[src/knn_pkg.sv]
package knn_pkg;

  localparam int ELEM_W = 16;
  localparam int ID_W   = 20;
  localparam int ACC_W  = 44;
  localparam int CNT_W  = 7;
  localparam int RANK_W = 6;

  // Configuration register indexes.
  localparam logic [1:0] CFG_METRIC = 2'd0;
  localparam logic [1:0] CFG_K      = 2'd1;
  localparam logic [1:0] CFG_RANK   = 2'd2;

  typedef struct packed {
    logic signed [ELEM_W-1:0] row_elem;
    logic signed [ELEM_W-1:0] cand_elem;
    logic [ID_W-1:0]          row_id;
    logic [ID_W-1:0]          cand_id;
    logic                     last_element;
    logic                     last_candidate;
  } in_item_t;

  typedef struct packed {
    logic [ID_W-1:0]         neighbour_id;
    logic signed [ACC_W-1:0] distance_key;
    logic [RANK_W-1:0]       rank;
    logic                    is_threshold;
    logic                    status;
    logic                    last;
  } out_item_t;

  // One finished candidate handed from the front end to the list manager.
  typedef struct packed {
    logic signed [ACC_W-1:0] key;
    logic [ID_W-1:0]         id;
    logic                    offer;
    logic                    last_cand;
  } offer_t;

  // Strict lexicographic (key, id) order.
  function automatic logic pair_less(logic signed [ACC_W-1:0] ka, logic [ID_W-1:0] ia,
                                     logic signed [ACC_W-1:0] kb, logic [ID_W-1:0] ib);
    return (ka < kb) || ((ka == kb) && (ia < ib));
  endfunction

endpackage

[src/knn_front.sv]
module knn_front (
  input  logic              clk,
  input  logic              rst_n,
  input  logic              in_valid,
  input  knn_pkg::in_item_t in_item,
  input  logic              metric_is_ip,
  output logic              push,
  output knn_pkg::offer_t   offer
);
  import knn_pkg::*;

  localparam int PROD_W = 2 * ELEM_W;

  // Stage one: products.
  logic                     v1_r;
  logic signed [PROD_W-1:0] p_dot_r, p_rr_r, p_cc_r;
  logic [ID_W-1:0]          id1_r;
  logic                     self1_r, le1_r, lc1_r;

  // Stage two: running sums.
  logic signed [ACC_W-1:0]  dot_r, dot_nxt, rn_r, rn_nxt, cn_r, cn_nxt;
  logic                     clr_r, fin_r;
  logic [ID_W-1:0]          id2_r;
  logic                     self2_r, lc2_r;
  logic signed [ACC_W-1:0]  key_l2;

  always_comb begin
    dot_nxt = (clr_r ? '0 : dot_r) + ACC_W'(p_dot_r);
    rn_nxt  = (clr_r ? '0 : rn_r) + ACC_W'(p_rr_r);
    cn_nxt  = (clr_r ? '0 : cn_r) + ACC_W'(p_cc_r);
  end

  always_ff @(posedge clk) begin
    if (!rst_n) begin
      v1_r  <= 1'b0;
      fin_r <= 1'b0;
      clr_r <= 1'b1;
    end else begin
      v1_r  <= in_valid;
      fin_r <= v1_r && le1_r;
      if (v1_r) begin
        clr_r <= le1_r;
      end
    end
    if (in_valid) begin
      p_dot_r <= in_item.row_elem * in_item.cand_elem;
      p_rr_r  <= in_item.row_elem * in_item.row_elem;
      p_cc_r  <= in_item.cand_elem * in_item.cand_elem;
      id1_r   <= in_item.cand_id;
      self1_r <= (in_item.cand_id == in_item.row_id);
      le1_r   <= in_item.last_element || in_item.last_candidate;
      lc1_r   <= in_item.last_candidate;
    end
    if (v1_r) begin
      dot_r   <= dot_nxt;
      rn_r    <= rn_nxt;
      cn_r    <= cn_nxt;
      id2_r   <= id1_r;
      self2_r <= self1_r;
      lc2_r   <= lc1_r;
    end
  end

  // Stage three: the key of a finished candidate goes to the queue.
  assign key_l2          = rn_r + cn_r - (dot_r <<< 1);
  assign push            = fin_r;
  assign offer.key       = metric_is_ip ? -dot_r : key_l2;
  assign offer.id        = id2_r;
  assign offer.offer     = !self2_r;
  assign offer.last_cand = lc2_r;

endmodule

[config.mk]
export PLATFORM = sky130hd
export DESIGN_NAME = knn_front
export DESIGN_NICKNAME = d
export VERILOG_FILES = /design/src/knn_pkg.sv /design/src/knn_front.sv
export SDC_FILE = /design/constraint.sdc
export NUM_CORES = 2
export LEC_CHECK = 0
export BUFFER_PORTS_ARGS = -buffer_cell sky130_fd_sc_hd__buf_4
export CORE_ASPECT_RATIO = 0.8
export CORE_MARGIN = 10
export CORE_UTILIZATION = 60
export DETAILED_ROUTE_END_ITERATION = 6
export GPL_TIMING_DRIVEN = 0
export PLACE_DENSITY = 0.77
export SYNTH_ARGS = -nofsm -noshare
export SYNTH_HDL_FRONTEND = slang
export SYNTH_SLANG_ARGS = --single-unit
[constraint.sdc]
create_clock -name clk -period 8.7 [get_ports clk]
set_clock_uncertainty 0.15 [all_clocks]
set_input_delay 1.74 -clock clk [delete_from_list [all_inputs] [get_ports clk]]
set_output_delay 1.74 -clock clk [all_outputs]
set_load 0.01 [all_outputs]
==> impl_metrics.py <==
metrics = {
    "outcome": {
        "outcome": "finished, violations left",
        "violations": "DRC",
    },
    "critical_path": {
        "cp_data_required_time_ns": 8.88,
        "worst_setup_path_start_kind": "input pin",
        "crit_fanout": 10,
        "timing.critical_path.arrival_ns": 8.81,
        "path_class": "in2reg",
        "critical_path.endpoint_type": "flop",
    },
    "global_routing": {
        "number_of_antenna_violations_at_the_first_check_in_global_routing": 8,
        "global_route.usage.total_pct": 29.0,
        "grt_remaining_overflow": 0,
        "first_global_vias": 37100,
        "first_pass_grt_wire_length_um": 207000,
        "grt_start_max_net_pins": 68,
    },
    "drt": {
        "highest-signal-layer": "met5",
        "detailroute.via_count": 36500,
        "routed_wl_um": 131000,
        "vias_per_cell": 5.77,
        "route.met3.wl_um": 15300,
        "detail_route.iter0.violations": 3542,
        "drt_pre_antenna_iters": 7,
        "avgRoutedWirePerCell_um": 20.8,
        "detail-route-antenna-nets": 0,
        "met2_length_um": 55900,
        "drcViolationCount": 1,
        "post_route_met1_wirelength_um": 55100,
    },
    "sta": {
        "worst-slew-pin-transition_ns": 1.05,
        "timing_max_transition_violations_final": 0,
        "setup-tns-final_ns": 0,
        "max_clock_freq_mhz": 116,
        "relSlewSlack_pct": 29.4,
        "grt_setup_unrepaired": "true",
        "final_hold_viol_count": 0,
        "period_needed_ns": 8.64,
        "fin_crit_sh_pct": 99.3,
        "report.final.setup_viol": 0,
        "fin_worst_hold_slack_ns": 0.263,
    },
    "finish": {
        "areaGrowthSynthToFinish_pct": 8.04,
        "layout.core_utilization_pct": 65.4,
        "nNetsFinal": 6557,
        "nFillCells": 6339,
        "cell_area_after_layout_um2": 51600,
        "final_layout_size_suffix_gt1_share_pct": 6.41,
    },
    "synth": {
        "synth_top_cell_by_area": "sky130_fd_sc_hd__fa_1",
        "synthTopCellsByArea": "sky130_fd_sc_hd__fa_1, sky130_fd_sc_hd__edfxtp_1, sky130_fd_sc_hd__ha_1, sky130_fd_sc_hd__inv_1, sky130_fd_sc_hd__xnor2_1",
        "netlist_cell_types": 90,
        "fraction_of_registers_with_async_set_reset_pct": 0,
        "synth_top_area_share_pct": 32.4,
        "synth_ff_type": "sky130_fd_sc_hd__edfxtp_1",
        "fraction_of_the_yosys_area_taken_by_sequential_cells_pct": 17.2,
        "synthesis.instances": 5102,
        "postSynthAreaPerCell_um2": 9.36,
        "syn-cell-area_um2": 47700,
        "number_of_enable_flip_flop_cells_after_synthesis": 271,
        "ys_warnings": 0,
        "postSynthRegisterBits": 274,
        "syn-num-nets": 6390,
    },
    "placement": {
        "io_buffers": 137,
        "dpl.hpwl_um": 108000,
        "placed_cell_area_um2": 50100,
        "gp_routability_congestion": 0.969,
    },
    "job": {
        "maxCapViolations": 0,
    },
    "clock_network": {
        "ctsRootBufferMaster": "sky130_fd_sc_hd__clkbuf_16",
        "max_buffers_root_to_sink": 3,
        "clock-sinks": 274,
        "cts_made_buffers": 29,
        "cts.clk_slew.worst_paths_ns": 0.06,
        "tritoncts": "yes",
        "htree_num_levels": 1,
        "insertion_delay_ns": 0.60,
    },
    "die": {
        "row_count": 92,
        "die_width_um": 335,
        "boundaryPins": 145,
        "floorplan.die_area_um2": 91300,
        "initial_core_utilization_pct": 60.5,
        "die_h_um": 272,
        "floorplan.core_area_um2": 78900,
    },
    "worst_hold_path": {
        "hold_path.class": "reg2reg",
    },
}
## worst max-delay path, cell delays in order
cell and delay (ns):
sky130_fd_sc_hd__buf_4 0.18, sky130_fd_sc_hd__clkbuf_1 0.69, sky130_fd_sc_hd__nand2_1 0.19, sky130_fd_sc_hd__fa_1 0.58, sky130_fd_sc_hd__inv_1 0.06, sky130_fd_sc_hd__fa_1 0.44, sky130_fd_sc_hd__fa_1 0.55, sky130_fd_sc_hd__fa_1 0.43
sky130_fd_sc_hd__fa_1 0.49, sky130_fd_sc_hd__inv_1 0.05, sky130_fd_sc_hd__fa_1 0.48, sky130_fd_sc_hd__inv_1 0.04, sky130_fd_sc_hd__ha_1 0.37, sky130_fd_sc_hd__a21oi_1 0.15, sky130_fd_sc_hd__nor2_1 0.06, sky130_fd_sc_hd__a211oi_1 0.35
sky130_fd_sc_hd__o21ai_0 0.32, sky130_fd_sc_hd__nand2_2 0.16, sky130_fd_sc_hd__o21ai_0 0.18, sky130_fd_sc_hd__or4_4 0.48, sky130_fd_sc_hd__a31oi_4 0.22, sky130_fd_sc_hd__o21ai_2 0.12, sky130_fd_sc_hd__xnor2_4 0.46
## cell type report
class,instances,area [um^2],area share [%]
antenna,2,5.00,0.00970
inverter,1136,4270,8.28
timing repair buffer,145,1150,2.23
tap,1034,1290,2.51
clock inverter,22,292,0.565
clock buffer,32,737,1.43
buffer,142,786,1.52
sequential,274,8200,15.9
multi-input combinational,3541,34800,67.5
## sequential cells by signal, summed over array words and instances (netlist names)
signal	cells
self2_r	1
v1_r	1
p_cc_r	31
cn_r	44
lc2_r	1
self1_r	1
dot_r	44
p_rr_r	31
id1_r	20
le1_r	1
lc1_r	1
p_dot_r	32
clr_r	1
rn_r	44
id2_r	20
push	1
## repair_timing
item	CTS	global route
setup endpoints to repair	21	11
pin swaps	3	6
buffers inserted	2	3
hold buffers	0	0
resized for setup	110	69
## synth_stat cells, types with 21 or more instances
cell type	count
sky130_fd_sc_hd__nor3_1	49
sky130_fd_sc_hd__clkbuf_1	139
sky130_fd_sc_hd__o21ai_1	23
sky130_fd_sc_hd__o21bai_1	27
sky130_fd_sc_hd__edfxtp_1	271
sky130_fd_sc_hd__xor2_1	102
sky130_fd_sc_hd__o21ai_0	140
sky130_fd_sc_hd__nand3_1	65
sky130_fd_sc_hd__nand2_1	398
sky130_fd_sc_hd__fa_1	772
sky130_fd_sc_hd__a21oi_1	212
sky130_fd_sc_hd__nor2_1	311
sky130_fd_sc_hd__inv_1	1131
sky130_fd_sc_hd__a31oi_1	31
sky130_fd_sc_hd__and2_1	188
sky130_fd_sc_hd__ha_1	438
sky130_fd_sc_hd__xnor2_1	236
sky130_fd_sc_hd__nand2b_1	36
sky130_fd_sc_hd__or3_1	21
sky130_fd_sc_hd__and3_1	24
sky130_fd_sc_hd__a21o_1	136
sky130_fd_sc_hd__o21a_1	24
sky130_fd_sc_hd__nor2b_1	69
sky130_fd_sc_hd__nand4_1	28
## kinds of logic (layout without fill, tap and decap cells)
| logic type | after synthesis | in the layout | synth area share [%] |
|---|---|---|---|
| compound gates | 739 | 739 | 10.0 |
| other cells | 0 | 2 | 0 |
| xor+xnor | 338 | 338 | 6.20 |
| simple gates | 1248 | 1248 | 12.5 |
| buf+inv | 1287 | 1477 | 10.1 |
| fa+ha+maj | 1210 | 1210 | 43.9 |
| mux | 6 | 6 | 0.128 |
| flops | 274 | 274 | 17.2 |
## worst paths after layout
path              cells after the start           to         from  slack [ns]
setup / recovery                     23  p_dot_r[31]  in_item[67]        0.06
hold / removal                        0    id2_r[19]    id1_r[19]        0.26
setup reg to reg                     15     cn_r[40]        clr_r        2.74
hold reg to reg                       0    id2_r[19]    id1_r[19]        0.26
## placed cells by master (no fill, tap or decap), types with 29 or more instances in the layout
cell / n
sky130_fd_sc_hd__a21o_1: 136
sky130_fd_sc_hd__a21oi_1: 212
sky130_fd_sc_hd__and2_1: 188
sky130_fd_sc_hd__buf_4: 148
sky130_fd_sc_hd__clkbuf_1: 59
sky130_fd_sc_hd__clkbuf_16: 29
sky130_fd_sc_hd__clkbuf_2: 38
sky130_fd_sc_hd__edfxtp_1: 271
sky130_fd_sc_hd__fa_1: 768
sky130_fd_sc_hd__ha_1: 438
sky130_fd_sc_hd__inv_1: 1130
sky130_fd_sc_hd__nand2_1: 397
sky130_fd_sc_hd__nand2b_1: 36
sky130_fd_sc_hd__nand3_1: 64
sky130_fd_sc_hd__nor2_1: 310
sky130_fd_sc_hd__nor2b_1: 69
sky130_fd_sc_hd__nor3_1: 48
sky130_fd_sc_hd__o21ai_0: 139
sky130_fd_sc_hd__xnor2_1: 233
sky130_fd_sc_hd__xor2_1: 102
## layer usage
metal  up-vias  track usage (%)
met5         -                0
met4         4             9.23
met3       277             7.52
met2      1680             43.1
met1     18100             41.2
li1      16500                -
## per-stage QoR
step / instances / setup WS [ns]
after floorplan: 5102 / 0.569
after global placement: 6273 / -1.90
after detailed placement: 6276 / -2.09
after CTS: 6323 / 0.00597
after global routing: 6326 / -0.0260
final: 6328 / 0.0622
Power is not shown: default switching activity piles up to over one toggle a cycle in this logic, so the estimate is an artifact.
