## src/knn_pkg.sv

```systemverilog
package knn_pkg;

  localparam int ELEM_W = 16;
  localparam int ID_W   = 20;
  localparam int ACC_W  = 44;
  localparam int CNT_W  = 7;
  localparam int RANK_W = 6;

  // Configuration register indexes.
  localparam logic [1:0] CFG_METRIC = 2'd0;
  localparam logic [1:0] CFG_K      = 2'd1;
  localparam logic [1:0] CFG_RANK   = 2'd2;

  typedef struct packed {
    logic signed [ELEM_W-1:0] row_elem;
    logic signed [ELEM_W-1:0] cand_elem;
    logic [ID_W-1:0]          row_id;
    logic [ID_W-1:0]          cand_id;
    logic                     last_element;
    logic                     last_candidate;
  } in_item_t;

  typedef struct packed {
    logic [ID_W-1:0]         neighbour_id;
    logic signed [ACC_W-1:0] distance_key;
    logic [RANK_W-1:0]       rank;
    logic                    is_threshold;
    logic                    status;
    logic                    last;
  } out_item_t;

  // One finished candidate handed from the front end to the list manager.
  typedef struct packed {
    logic signed [ACC_W-1:0] key;
    logic [ID_W-1:0]         id;
    logic                    offer;
    logic                    last_cand;
  } offer_t;

  // Strict lexicographic (key, id) order.
  function automatic logic pair_less(logic signed [ACC_W-1:0] ka, logic [ID_W-1:0] ia,
                                     logic signed [ACC_W-1:0] kb, logic [ID_W-1:0] ib);
    return (ka < kb) || ((ka == kb) && (ia < ib));
  endfunction

endpackage

```

## src/knn_fifo.sv

```systemverilog
module knn_fifo (
  input  logic            clk,
  input  logic            rst_n,
  input  logic            push,
  input  knn_pkg::offer_t din,
  output logic            almost_full,
  input  logic            pop,
  output knn_pkg::offer_t dout,
  output logic            empty
);
  import knn_pkg::*;

  localparam int DEPTH = 4;
  localparam int PW    = $clog2(DEPTH);

  offer_t        mem_r [DEPTH];
  logic [PW-1:0] wp_r, wp_nxt, rp_r, rp_nxt;
  logic [PW:0]   cnt_r, cnt_nxt;

  // Two transfers may still be on their way from the front end.
  assign almost_full = (cnt_r >= (PW+1)'(DEPTH - 2));
  assign empty       = (cnt_r == '0);
  assign dout        = mem_r[rp_r];

  always_comb begin
    wp_nxt  = push ? wp_r + 1'b1 : wp_r;
    rp_nxt  = pop ? rp_r + 1'b1 : rp_r;
    cnt_nxt = cnt_r + (PW+1)'(push) - (PW+1)'(pop);
  end

  always_ff @(posedge clk) begin
    if (!rst_n) begin
      wp_r  <= '0;
      rp_r  <= '0;
      cnt_r <= '0;
    end else begin
      wp_r  <= wp_nxt;
      rp_r  <= rp_nxt;
      cnt_r <= cnt_nxt;
    end
    if (push) begin
      mem_r[wp_r] <= din;
    end
  end

endmodule

```

## config.mk

```make
export PLATFORM = sky130hd
export DESIGN_NAME = knn_fifo
export DESIGN_NICKNAME = d
export VERILOG_FILES = /design/src/knn_pkg.sv /design/src/knn_fifo.sv
export SDC_FILE = /design/constraint.sdc
export NUM_CORES = 1
export LEC_CHECK = 0
export BUFFER_PORTS_ARGS = -buffer_cell sky130_fd_sc_hd__buf_2
export CAP_MARGIN = 20
export CORE_ASPECT_RATIO = 0.8
export CORE_MARGIN = 10
export CORE_UTILIZATION = 25
export CTS_BUF_LIST = sky130_fd_sc_hd__clkbuf_8 sky130_fd_sc_hd__clkbuf_16
export DETAILED_ROUTE_END_ITERATION = 8
export PLACE_DENSITY = 0.39
export SLEW_MARGIN = 10
export SYNTH_ARGS = -nofsm -noshare
export SYNTH_HDL_FRONTEND = slang
export SYNTH_SLANG_ARGS = --single-unit
```

## constraint.sdc

```tcl
create_clock -name clk -period 2.4 [get_ports clk]
set_input_delay 0.48 -clock clk [delete_from_list [all_inputs] [get_ports clk]]
set_output_delay 0.48 -clock clk [all_outputs]
set_load 0.01 [all_outputs]
```

==> results of run 1 <==
==> metal layers <==
metal  wire length [um]  vias up  track usage, %
li1                   -     2026               -
met1              10660     2456           11.84
met2              11170      111           15.15
met3               1120       37           2.614
met4                485        4           2.172
met5                 21        -               0
==> placed cells by master (no fill, tap or decap) <==
cell type and count:
buf_16 5, clkinvlp_4 3, clkbuf_16 33, clkinv_2 6, ha_1 7, buf_2 84
bufinv_16 2, buf_12 14, and2_1 1, a21oi_1 1, fa_1 1, and2_4 4
xnor2_1 3, buf_6 53, nor3_1 1, inv_1 14, edfxtp_1 264, inv_6 1
nor2_1 6, buf_4 4, dfxtp_4 2, a21bo_2 1, o31ai_1 1, dfxtp_1 7
clkinv_1 6, nand3b_1 1, mux2i_1 1, buf_8 1, mux4_2 66, clkinv_4 1
==> metrics by stage <==
stage / cells / area (um^2) / hold slack [ps] / total power, mW / util [%]
2_1_floorplan: 389 / 9966 / 499.3 / 6.264 / -
3_3_place_gp: 1063 / 11480 / 537.3 / 6.776 / 29.17
3_5_place_dp: 1063 / 11480 / 550.7 / 6.822 / 29.17
4_1_cts: 1124 / 12760 / 102.1 / 11.30 / 32.43
5_1_grt: 1130 / 13030 / 112.2 / 11.71 / 33.09
6_report: 1130 / 13030 / 139.4 / 11.20 / 33.09
==> critical path, cell delays in order (launching register included) <==
cell and delay (ps):
dfxtp_4 380, buf_12 160, clkbuf_16 170, mux4_2 540, buf_6 150
==> report_power, final <==
| group | internal, mW | switching, mW |
|---|---|---|
| Combinational | 0.756 | 0.676 |
| Sequential | 5.48 | 0.0673 |
| Clock | 2.41 | 1.82 |
| Total | 8.64 | 2.56 |
==> final cells by class <==
cell class,count,area [um^2]
Tap cell,536,670.6
Fill cell,3793,26340
Clock inverter,25,175.2
Multi-Input combinational cell,94,1729
Sequential cell,273,8115
Timing Repair Buffer,165,1580
Clock buffer,29,725.7
Inverter,8,30.03
==> sequential cells by signal, indices dropped and copies added, names as in the netlist, named ones only <==
name,count
rp_r,2
wp_r,2
cnt_r,3
mem_r,264
==> repair_timing <==
item / CTS / global route
endpoints found under the setup margin: 66 / 59
setup buffers: 4 / 1
gates cloned: 3 / 5
resized for setup: 44 / 25
==> Yosys cell counts <==
library cell / n / area, um^2
edfxtp_1: 264 / 7928
mux4_2: 66 / 1486
dfxtp_1: 9 / 180.2
inv_1: 8 / 30.03
ha_1: 7 / 87.58
nor2_1: 6 / 22.52
and2_1: 5 / 31.28
buf_2: 5 / 25.02
buf_6: 5 / 56.30
xnor2_1: 3 / 26.28
buf_4: 2 / 15.01
clkbuf_1: 2 / 7.510
a21bo_2: 1 / 10.01
a21oi_1: 1 / 5.000
fa_1: 1 / 20.02
mux2i_1: 1 / 10.01
nand3b_1: 1 / 7.510
nor3_1: 1 / 5.000
o31ai_1: 1 / 7.510
==> worst min-delay path by stage <==
stage                     startpoint            to  slack (ps)  depth (start not counted)
after floorplan              rp_r[1]      register         500                          2
after global placement       wp_r[1]       wp_r[1]         540                          2
after detailed placement     rp_r[1]      register         550                          2
after CTS                    din[48]  mem_r[0][48]         100                          1
after global routing         din[48]  mem_r[3][48]         110                          1
final                        din[48]  mem_r[2][48]         140                          1
==> logic make-up after synthesis <==
| family | synth area share [%] |
|---|---|
| buffers and inverters | 1.344 |
| AOI/OAI and AO/OA | 0.2261 |
| DFF | 81.40 |
| muxes | 15.02 |
| adders and majority gates | 1.080 |
| and+or+nand+nor | 0.6657 |
| xor gates and xnor gates | 0.2638 |
==> metrics, run 1 <==
CP endpoint=dout[55]; worst skew pair latency=between 500 and 600 ps; CP max FO=5; CP endpoint kind=output port; pre-CTS WS=454.0 ps; RR Startpoint=cnt_r[0]; TNS Setup=-1082 ps; ANT nets after route=0; drt first pass iters=4; syn nets=about 470; status=finished with violations; Starting Density=about a quarter; PortBufs=137; MaxCap Viol Count=0; pin count of the biggest net entering global routing=just over 40; sequential fraction of the synthesis area=between 80% and 90%; Placer Congestion=around 0.66; min-delay worst type=in -> reg; CTS tree=yes; wirelength, routed=approximately 23,000 um; total track usage=9.204%; failing checks=setup timing; post-synthesis register bit count=approximately 270; LEAKAGE=around 4.4 nW; Period minus WS final=between 2000 and 2500 ps; Final Slew Violations=0; CTS Buf Count=29; clk_skew=between 10 and 15 ps; grt ovf=0; slew margin rel.=between 60% and 70%; share of cells above drive strength 1=about 47%; Post-CTS Hold Fix Bufs=0; Chip Width=around 240 um; final setup violation count=56; core area=0.03936 mm^2; Reg2Reg Setup Slack=just over 700 ps; Mapped Area=0.009961 mm^2; n_diodes=0; Slew @ Worst Pin=slightly below 500 ps; Critical Path RT=around 1900 ps; die area=0.04828 mm^2; Reg2Reg Capture Point=cnt_r[2]; clk sinks=273; critical path launch point type=register; fin crit share=101.8%; final setup margin=-44.40 ps; vias in the first global route=between 5,000 and 6,000; via/cell ratio=about 4; first-pass GRT wire length=33,420 um; Distinct cells, synth=19; nets=649; I/O pin total=138; R2R depth=8; Mapped Cells=389; CP Class=reg -> out; Area Overhead vs Synth=30.77%; f_max=409.1 MHz; Die Y=just under 200 um; CTS clock-pin slew for the worst setup and hold paths=about 60 ps; Final Hold Viols=0; Avg Synthesized Cell Area=25.61 um^2; YS warnings=0; RSZ-0062 raised after global routing=true; DR vias=about 4,600; final routed DRC violation total=0; clock root buffer=clkbuf_16; row count=65; hpwl dp=between 10,000 and 15,000 um; CTS Buffer Depth=3; wire length per cell=just over 20 um; CTS H-tree lvls=1; Peak VDD IR=approximately 0.48 mV; initial antenna violation count=2; Worst Path Arrival=between 1500 and 2000 ps; PD cells=roughly 860 mW/mm^2; DR iter-0 viols=236
Power figures use the tool's default switching activity.
==> inputs of run 2 (changes only) <==
--- a/config.mk
+++ b/config.mk
@@ -7,12 +7,14 @@
 export LEC_CHECK = 0
 export BUFFER_PORTS_ARGS = -buffer_cell sky130_fd_sc_hd__buf_2
 export CAP_MARGIN = 20
+export CELL_PAD_IN_SITES_DETAIL_PLACEMENT = 1
+export CELL_PAD_IN_SITES_GLOBAL_PLACEMENT = 1
 export CORE_ASPECT_RATIO = 0.8
 export CORE_MARGIN = 10
-export CORE_UTILIZATION = 25
+export CORE_UTILIZATION = 45
 export CTS_BUF_LIST = sky130_fd_sc_hd__clkbuf_8 sky130_fd_sc_hd__clkbuf_16
 export DETAILED_ROUTE_END_ITERATION = 8
-export PLACE_DENSITY = 0.39
+export PLACE_DENSITY = 0.71
 export SLEW_MARGIN = 10
 export SYNTH_ARGS = -nofsm -noshare
 export SYNTH_HDL_FRONTEND = slang
==> run 2 against run 1 <==
Effect of this change: the run still ends with setup timing left; register-to-register slack lost 50 ps; fmax increased by 1.2%; core utilization increased by 24 points; clock power down 3%; non-clock buffer count decreased by 2; critical path depth unchanged; final area shrank 4.6%; combinational power is 8% lower.
==> metrics, run 2 (synthesized netlist as in run 1, its figures left out) <==
status=finished with violations; failing checks=setup timing; row count=48 (-26%); core area=0.02168 mm^2 (-45%); CTS Buf Count=27 (-6.9%); RSZ-0062 raised after global routing=true; DR vias=4,673 (+0.84%); Chip Width=186.3 um (-23%); vias in the first global route=5,225 (+2.3%); CP Class=reg -> out; Top reg by flops=mem_r; wirelength, routed=21,600 um (-7.9%); pin count of the biggest net entering global routing=46 (+12%); clk sinks=273 (unchanged); Peak VDD IR=0.6848 mV (+43%); cell mode on critical path=buf_6; PortBufs=137 (unchanged); PD cells=883.7 mW/mm^2 (+2.8%); commonest non-fill, non-tap cell in the layout=edfxtp_1; first-pass GRT wire length=32,540 um (-2.6%); ANT nets after route=0 (unchanged); CTS Buffer Depth=3 (unchanged); critical path cell sequence=buf_6 > buf_16 > mux4_2 > buf_6; initial antenna violation count=1 (-1); CP max FO=7 (+2); clk_skew=11.48 ps (+0.4164 ps); Regs by FF count=mem_r (264), cnt_r (3); total track usage=14.67% (+5.5 points); Worst Path Arrival=1940 ps (-20 ps); pre-CTS WS=389.0 ps (-65.04 ps); Slew @ Worst Pin=443.5 ps (-37.87 ps); CTS H-tree lvls=1 (unchanged); DP Area=0.01114 mm^2 (-2.9%); worst skew pair latency=520 ps (-30 ps); share of cells above drive strength 1=46.23% (-0.91 points); Starting Density=45.94% (+21 points); Period minus WS final=2417 ps (-27.81 ps); hpwl dp=13,670 um (-1.5%); n_diodes=0 (unchanged); die area=0.02852 mm^2 (-41%); clock root buffer=clkbuf_16; Worst path slowest cell=mux4_2; Die Y=153.1 um (-23%); slew margin rel.=70.44% (+2.5 points); final setup margin=-16.59 ps (+27.81 ps); slowest cell delay on critical path=530 ps (about the same); Final Hold Viols=0 (unchanged); DR iter-0 viols=349 (+48%); LEAKAGE=4.259 nW (-2.4%); I/O pin total=138 (unchanged); CP endpoint kind=output port; f_max=413.8 MHz (+1.2%); via/cell ratio=5.286 (+29%); nets=645 (-0.62%); fin crit share=100.7% (-1.2 points); Final Slew Violations=0 (unchanged); Placer Congestion=0.7080 (+7.6%); Post-CTS Hold Fix Bufs=0 (unchanged); CTS tree=yes; commonest non-fill, non-tap cells in the layout=edfxtp_1 (264), buf_2 (101), mux4_2 (66), buf_6 (39), clkbuf_16 (30); CP Buf/Inv Count=3 (unchanged); CTS clock-pin slew for the worst setup and hold paths=60 ps (about the same); Area Overhead vs Synth=24.80%; design area=0.01243 mm^2 (-4.6%); critical path launch point type=register; min-delay worst type=in -> reg; wire length per cell=24.43 um (+18%); Total Power=10.98 mW (-1.9%); delay-heaviest family, CP=multiplexers; MaxCap Viol Count=0 (unchanged); fin util=57.33% (+24 points); max FFs per register=264 (unchanged); drt first pass iters=6 (+2); Critical Path RT=1920 ps (about the same); final routed DRC violation total=0 (unchanged); grt ovf=0 (unchanged); final setup violation count=7 (-88%)
[run 2: final cells by class]
| class | count | area (um^2) |
|---|---|---|
| Timing Repair Buffer | 163 | 1318 |
| Multi-Input combinational cell | 94 | 1729 |
| Clock inverter | 19 | 187.7 |
| Fill cell | 1834 | 9250 |
| Inverter | 8 | 30.03 |
| Clock buffer | 27 | 675.6 |
| Sequential cell | 273 | 8115 |
| Tap cell | 300 | 375.4 |
[run 2: report_power, final]
group | internal, mW | switching [mW] | total, mW
logic | 0.667 | 0.649 | 1.32
registers | 5.48 | 0.0762 | 5.55
clock network | 2.46 | 1.66 | 4.11
[run 2: routing by layer]
metal,vias up,part of all wire (%),track usage (%)
met5,-,0.060,0
met4,2,1.3,2.937
met3,27,6.9,3.797
met2,167,47,22.94
met1,2464,45,20.44
li1,2013,-,-
[run 2: final timing paths]
check | from | endpoint | slack (ps) | cells past startpoint
setup reg to reg | cnt_r[0] | cnt_r[2] | 670 | 8
setup / recovery | register | dout[25] | -20 | 4
hold reg to reg | rp_r[0] | register | 550 | 2
hold / removal | din[11] | mem_r[0][11] | 170 | 1
[run 2: stage by stage]
| stage | hold slack [ps] | std cells | setup TNS [ps] |
|---|---|---|---|
| 2_1_floorplan | 499.3 | 389 | 0 |
| 3_3_place_gp | 504.2 | 828 | 0 |
| 3_5_place_dp | 545.3 | 828 | 0 |
| 4_1_cts | 146.1 | 879 | -3419 |
| 5_1_grt | 153.9 | 884 | -2402 |
| 6_report | 168.3 | 884 | -54.73 |
[run 2: timing repair]
action / in CTS / in global routing
endpoints found under the hold margin: 0 / 0
setup endpoints to repair: 59 / 64
pin swaps: 0 / 0
buffers inserted: 3 / 2
gates resized for setup: 3 / 47
gates cloned: 2 / 3
==> inputs of run 3 (changes only) <==
--- a/config.mk
+++ b/config.mk
@@ -13,9 +13,11 @@
 export CORE_MARGIN = 10
 export CORE_UTILIZATION = 45
 export CTS_BUF_LIST = sky130_fd_sc_hd__clkbuf_8 sky130_fd_sc_hd__clkbuf_16
+export CTS_CLUSTER_SIZE = 12
 export DETAILED_ROUTE_END_ITERATION = 8
 export PLACE_DENSITY = 0.71
 export SLEW_MARGIN = 10
 export SYNTH_ARGS = -nofsm -noshare
 export SYNTH_HDL_FRONTEND = slang
 export SYNTH_SLANG_ARGS = --single-unit
+export TNS_END_PERCENT = 30
==> run 3 against run 2 <==
Effect of this change: the run now ends clean; final cell count up 0.57%; die area unchanged; via count up 0.28%; sequential power about the same; hold slack better by 2.3 ps; first-iteration DRC count down 26%; fmax up 0.90%; count of clock-buffer cells in the layout up 5; total power down 2.9%; worst setup slack better by 22 ps; core utilization down 0.72 points; routed wire length up 0.41%; critical endpoint is now dout[35]; largest cell class unchanged; largest power group unchanged; highest routed layer unchanged.
==> metrics, run 3 (synthesized netlist as in run 1, its figures left out) <==
status=complete, no violations; die area=0.02852 mm^2 (unchanged); Post-Layout Cell Count=889 (+0.57%); CP max FO=6 (-1); clk_skew=8.754 ps (-2.730 ps); PD cells=868.6 mW/mm^2 (-1.7%); slowest cell delay on critical path=520 ps (about the same); CTS tree=yes; f_max=417.5 MHz (+0.90%); Die Y=153.1 um (unchanged); pre-CTS WS=439.9 ps (+50.93 ps); fin crit share=99.79% (-0.90 points); drt first pass iters=4 (-2); Critical Path RT=1920 ps (about the same); core area=0.02168 mm^2 (unchanged); critical path launch point type=register; Final Slew Violations=0 (unchanged); worst skew pair latency=520 ps (about the same); Chip Width=186.3 um (unchanged); commonest non-fill, non-tap cells in the layout=edfxtp_1 (264), buf_2 (124), mux4_2 (66), clkbuf_16 (33), inv_1 (20); critical path cell sequence=buf_4 > clkbuf_16 > mux4_2 > buf_2; Regs by FF count=mem_r (264), cnt_r (3); critical path depth=4 (unchanged); LEAKAGE=4.224 nW (-0.82%); worst hold slack=170.5 ps (+2.297 ps); min-delay worst type=in -> reg; MaxCap Viol Count=0 (unchanged); final setup violation count=0 (-7); I/O pin total=138 (unchanged); CP endpoint kind=output port; Worst Path Arrival=1920 ps (-20 ps); DR iter-0 viols=260 (-26%); Placer Congestion=0.7289 (+3.0%); pin count of the biggest net entering global routing=36 (-22%); PortBufs=137 (unchanged); via/cell ratio=5.271 (-0.29%); RSZ-0062 raised after global routing=true; worst hold stages=1 (unchanged); CTS clock-pin slew for the worst setup and hold paths=60 ps (about the same); CP Buf/Inv Count=3 (unchanged); max FFs per register=264 (unchanged); nets=645 (unchanged); Area Overhead vs Synth=23.23%; CTS Buf Count=28 (+3.7%); final routed DRC violation total=0 (unchanged); Starting Density=45.94% (unchanged); Top reg by flops=mem_r; delay-heaviest family, CP=multiplexers; Period minus WS final=2395 ps (-21.59 ps); Peak VDD IR=0.5135 mV (-25%); dpl cells=826 (-0.24%); Total Power=10.66 mW (-2.9%); CTS Buffer Depth=3 (unchanged); grt ovf=0 (unchanged); share of cells above drive strength 1=45.90% (-0.33 points); hpwl dp=13,500 um (-1.3%); first-pass GRT wire length=32,240 um (-0.93%); R2R depth=8 (unchanged); wire length per cell=24.39 um (-0.16%); total track usage=14.47% (-0.20 points); Slew @ Worst Pin=372.9 ps (-70.54 ps); row count=48 (unchanged); fin util=56.61% (-0.72 points); clock root buffer=clkbuf_16; Final Hold Viols=0 (unchanged); ANT nets after route=0 (unchanged); final setup margin=4.999 ps (+21.59 ps); Worst path slowest cell=mux4_2; CP Class=reg -> out; DR vias=4,686 (+0.28%); commonest non-fill, non-tap cell in the layout=edfxtp_1; vias in the first global route=5,348 (+2.4%); Post-CTS Hold Fix Bufs=0 (unchanged); CTS H-tree lvls=1 (unchanged); clk sinks=273 (unchanged); slew margin rel.=75.14% (+4.7 points); wirelength, routed=21,680 um (+0.41%); initial antenna violation count=3 (+2)
[run 3: cell count changes in the layout (fill, tap and decap cells not counted), sizes merged]
cell and change:
buf -2, clkinv -2, clkbuf +6, inv +4, diode +3, bufinv -4
[run 3: layer usage]
layer	vias to the layer above	part of all wire (%)	track usage, %
li1	2024	-	-
met5	-	0.060	0
met3	26	6.4	4.388
met1	2493	43	18.57
met2	141	49	24.12
met4	2	1.2	2.550
[run 3: power breakdown]
group / internal [mW] / switching (mW) / total (mW)
Sequential: 5.48 / 0.0759 / 5.56
Combinational: 0.604 / 0.627 / 1.23
Clock: 2.24 / 1.63 / 3.88
Total: 8.33 / 2.33 / 10.7
[run 3: what timing repair did]
item | in CTS | in global routing
gates cloned | 1 | 6
resized for setup | 2 | 21
endpoints found under the setup margin | 43 | 52
buffers inserted | 0 | 4
[run 3: cell type report]
cell class	count	area (um^2)
flip-flops and latches	273	8115
fillers	1868	9407
multi-input cells	94	1729
diodes	3	7.507
repair buffers	162	1184
clock inverters	17	66.31
well taps	300	375.4
clock buffers	32	767.0
inverters	8	30.03
[run 3: path summary, 6_finish.rpt]
path	start	to	slack (ps)
min	din[22]	mem_r[0][22]	170
max reg2reg	cnt_r[0]	cnt_r[2]	740
min reg2reg	rp_r[0]	register	540
max	register	dout[35]	5
[run 3: through the flow]
step	TNS, ps	area (um^2)
finish	0	12270
global route	-1717	12270
CTS	-206.5	12000
detailed placement	0	11130
global placement	0	11130
floorplan	-13800	9963
